<file path="src/hdl/sset_ram.sv">
// Generic single-write, single-read RAM with registered read data.
// No dependencies.
module sset_ram #(
	parameter int WIDTH = 8,
	parameter int DEPTH = 16
) (
	input  logic                     clk,
	input  logic                     we,
	input  logic [$clog2(DEPTH)-1:0] waddr,
	input  logic [WIDTH-1:0]         wdata,
	input  logic [$clog2(DEPTH)-1:0] raddr,
	output logic [WIDTH-1:0]         rdata
);

	logic [WIDTH-1:0] mem_q [DEPTH];

	// write port
	always_ff @(posedge clk) begin
		if (we) begin
			mem_q[waddr] <= wdata;
		end
	end

	// registered read port
	always_ff @(posedge clk) begin
		rdata <= mem_q[raddr];
	end

endmodule

</file>
<file path="config.mk">
export PLATFORM = sky130hd
export DESIGN_NAME = sset_ram
export DESIGN_NICKNAME = d
export VERILOG_FILES = /design/src/hdl/sset_ram.sv
export SDC_FILE = /design/constraint.sdc
export NUM_CORES = 1
export LEC_CHECK = 0
export BUFFER_PORTS_ARGS = -buffer_cell sky130_fd_sc_hd__buf_2
export CAP_MARGIN = 40
export CORE_UTILIZATION = 35
export CTS_CLUSTER_SIZE = 30
export DETAILED_ROUTE_END_ITERATION = 8
export PLACE_DENSITY = 0.55
export SLEW_MARGIN = 0
export SYNTH_ARGS = -nofsm -noshare
export SYNTH_HDL_FRONTEND = slang
export SYNTH_SLANG_ARGS = --single-unit
</file>
<file path="constraint.sdc">
create_clock -name clk -period 1.9 [get_ports clk]
set_input_delay 0.19 -clock clk [delete_from_list [all_inputs] [get_ports clk]]
set_output_delay 0.19 -clock clk [all_outputs]
set_load 0.05 [all_outputs]
</file>
==> flow_summary.yaml <==
clock_network:
  cts_root_buffer: "clkbuf_16"
  cts_hold_buf: 0
  clock_latency_ns: 0.41
  cts_resized: 0
  clk_pin_slew_ns: 0.06
  cts_setup_buffers: 0
  cts.htree.levels: 4
  cts_sinks: 136
  clock_path_buffers: 2
  cts_tree: "built"
  cts_buffers: 17
timing:
  setup_tns_ns: 0
  finalSetupViolCount: 0
  hold_viol: 0
  tightest_slew_ns: 0.438
  slew_headroom_pct: 70.8
  rsz0062_at_grt: "no"
  post-route-period-util_pct: 72.2
  fin_crit_ns: 1.37
  slew_violations: 0
  hold_ws_ns: 0.165
  fin_skew_ns: 0.00821
  max_freq_mhz: 729
synthesis:
  ys_types: 19
  syn-cell-area_um2: 5150
  synth_edf_count: 128
  synthFlopType: "edfxtp_1"
  syn_inst: 229
  yosys.area.top_type: "edfxtp_1"
  synth.most_common_cell: "edfxtp_1"
  synth_seq_area_share_pct: 77.8
  synth_seq_cells: 136
  yosysWarnings: 0
  async_flop_share_pct: 0
  synth_nets: 247
  yosys-top-cells-area: "edfxtp_1 75%, mux4_2 7.9%, mux4_1 7.1%"
  synth_area_per_cell_um2: 22.5
  synth_top_area_share_pct: 74.7
  netlist_top_cells_count: "128 x edfxtp_1, 18 x mux4_2, 16 x a22oi_1, 14 x mux4_1, 13 x nor2_1"
grt:
  busiest_layer: "met2"
  use_met2_pct: 23.1
  grt-ovfl-total: 0
  grt_max_degree: 33
  grt_usage_pct: 15.3
  grt_pass1_wl_mm: 15.5
  antenna_found_initial: 1
  met1_usage_pct: 20.9
  grt.met3_usage_pct: 4.57
  grt_pass1_vias: 2539
floorplanning:
  die-area_um2: 15200
  die_width_um: 123
  rows: 43
  ios: 26
  core_area_um2: 14100
  initial_core_util_pct: 36.5
  die_y_um: 123
setup_path:
  crit_required_ns: 2.20
  start_kind: "flop"
  r2r-start: "mem_q[11][0]$_DFFE_PP_"
  critPathCaptureType: "flop"
  critPathMaxFanout: 1
  critPathArrivalTime_ns: 1.67
  setup.worst_path.start: "mem_q[11][0]$_DFFE_PP_"
  criticalPathCategory: "flop to flop"
finish:
  syn_to_final_growth_pct: 20.6
  nets: 306
  drive_gt1_share_pct: 31.9
  antenna_cells: 0
  num-fill-cells: 1249
  ff_latch_area_um2: 4000
  multiInputGateArea_um2: 1060
  fin_util_pct: 44.0
routing:
  drt_wl_total_mm: 10.3
  drc: 0
  drt_iter0_drc: 158
  antenna_left: 0
  vias_per_cell: 5.01
  vias: 2409
  first_pass_iters: 4
  wl_per_cell_um: 21.5
min_path:
  hold_path_startpoint: "wdata[3]"
  min_path_type: "primary input to flop"
power_and_ir_drop:
  p_leak_nw: 2.12
  ir_drop_mv: 0.569
  cellPowerDensity_nw_per_um2: 1130
placed_design:
  dp_hpwl_mm: 6.64
  io_buffer_count: 25
  gp_congestion: 0.732
run_status:
  outcome: "complete, no violations"
job:
  maxCapViolCount: 0
[layout by cell type, fill, tap and decap left out, types with 3 or more instances in the layout]
master,count
buf_2,25
a22oi_1,16
mux4_2,18
nor2_1,13
clkbuf_16,17
nand2_1,9
bufinv_16,3
clkinv_2,4
clkbuf_1,5
mux4_1,14
nor3_1,4
edfxtp_1,128
dfxtp_1,8
buf_4,23
[per-layer routing]
layer | vias up | part of all wire (%) | routed length (µm)
li1 | 1095 | - | -
met5 | - | 0.12 | 12
met2 | 45 | 47 | 4870
met4 | 2 | 1.2 | 119
met3 | 10 | 3.5 | 363
met1 | 1257 | 48 | 4950
[worst paths after layout]
path                                 end  slack [ns]  cells past startpoint
hold reg to reg         rdata[1]$_DFF_P_        0.66                      3
hold / removal    mem_q[14][3]$_DFFE_PP_        0.17                      1
setup reg to reg        rdata[0]$_DFF_P_        0.53                      4
setup / recovery        rdata[0]$_DFF_P_        0.53                      4
[stage by stage]
stage | setup WS, ns | cell area [µm²] | instances | total power, mW
3_3_place_gp | 0.276 | 5620 | 449 | 3.82
3_5_place_dp | 0.267 | 5620 | 449 | 3.83
6_report | 0.528 | 6210 | 481 | 6.99
4_1_cts | 0.520 | 6210 | 481 | 7.06
5_1_grt | 0.446 | 6210 | 481 | 7.21
2_1_floorplan | 0.217 | 5150 | 229 | 3.67
[sequential cells by signal, summed over array words and instances, names as in the netlist]
register and count:
rdata 8, mem_q 128
[kinds of logic (layout without fill, tap and decap cells)]
| kind of cell | count (synthesis) | after routing | share of synthesized area (%) |
|---|---|---|---|
| simple gates | 35 | 35 | 3.18 |
| buf+inv | 10 | 82 | 1.68 |
| mux | 32 | 32 | 15.0 |
| flops | 136 | 136 | 77.8 |
| compound gates | 16 | 16 | 2.33 |
[cell type report]
cell class                 instances  area share (%)
tap                              180            3.63
clock buffer                      23            7.38
multi-input combinational         83            17.0
timing repair buffer              50            5.44
sequential                       136            64.5
clock inverter                     9            2.02
[power by group]
group	total (mW)	internal (mW)	switching, mW	leakage [nW]
sequential	3.38	3.36	0.0213	1.22
combinational	0.385	0.142	0.243	0.611
clock	3.23	2.09	1.14	0.281
total	6.99	5.59	1.41	2.12
[worst max-delay path, stage by stage (launching register included)]
cell	delay [ns]
edfxtp_1	0.35
mux4_2	0.47
a22oi_1	0.24
buf_4	0.16
nand2_1	0.04
Power figures use the tool's default switching activity.
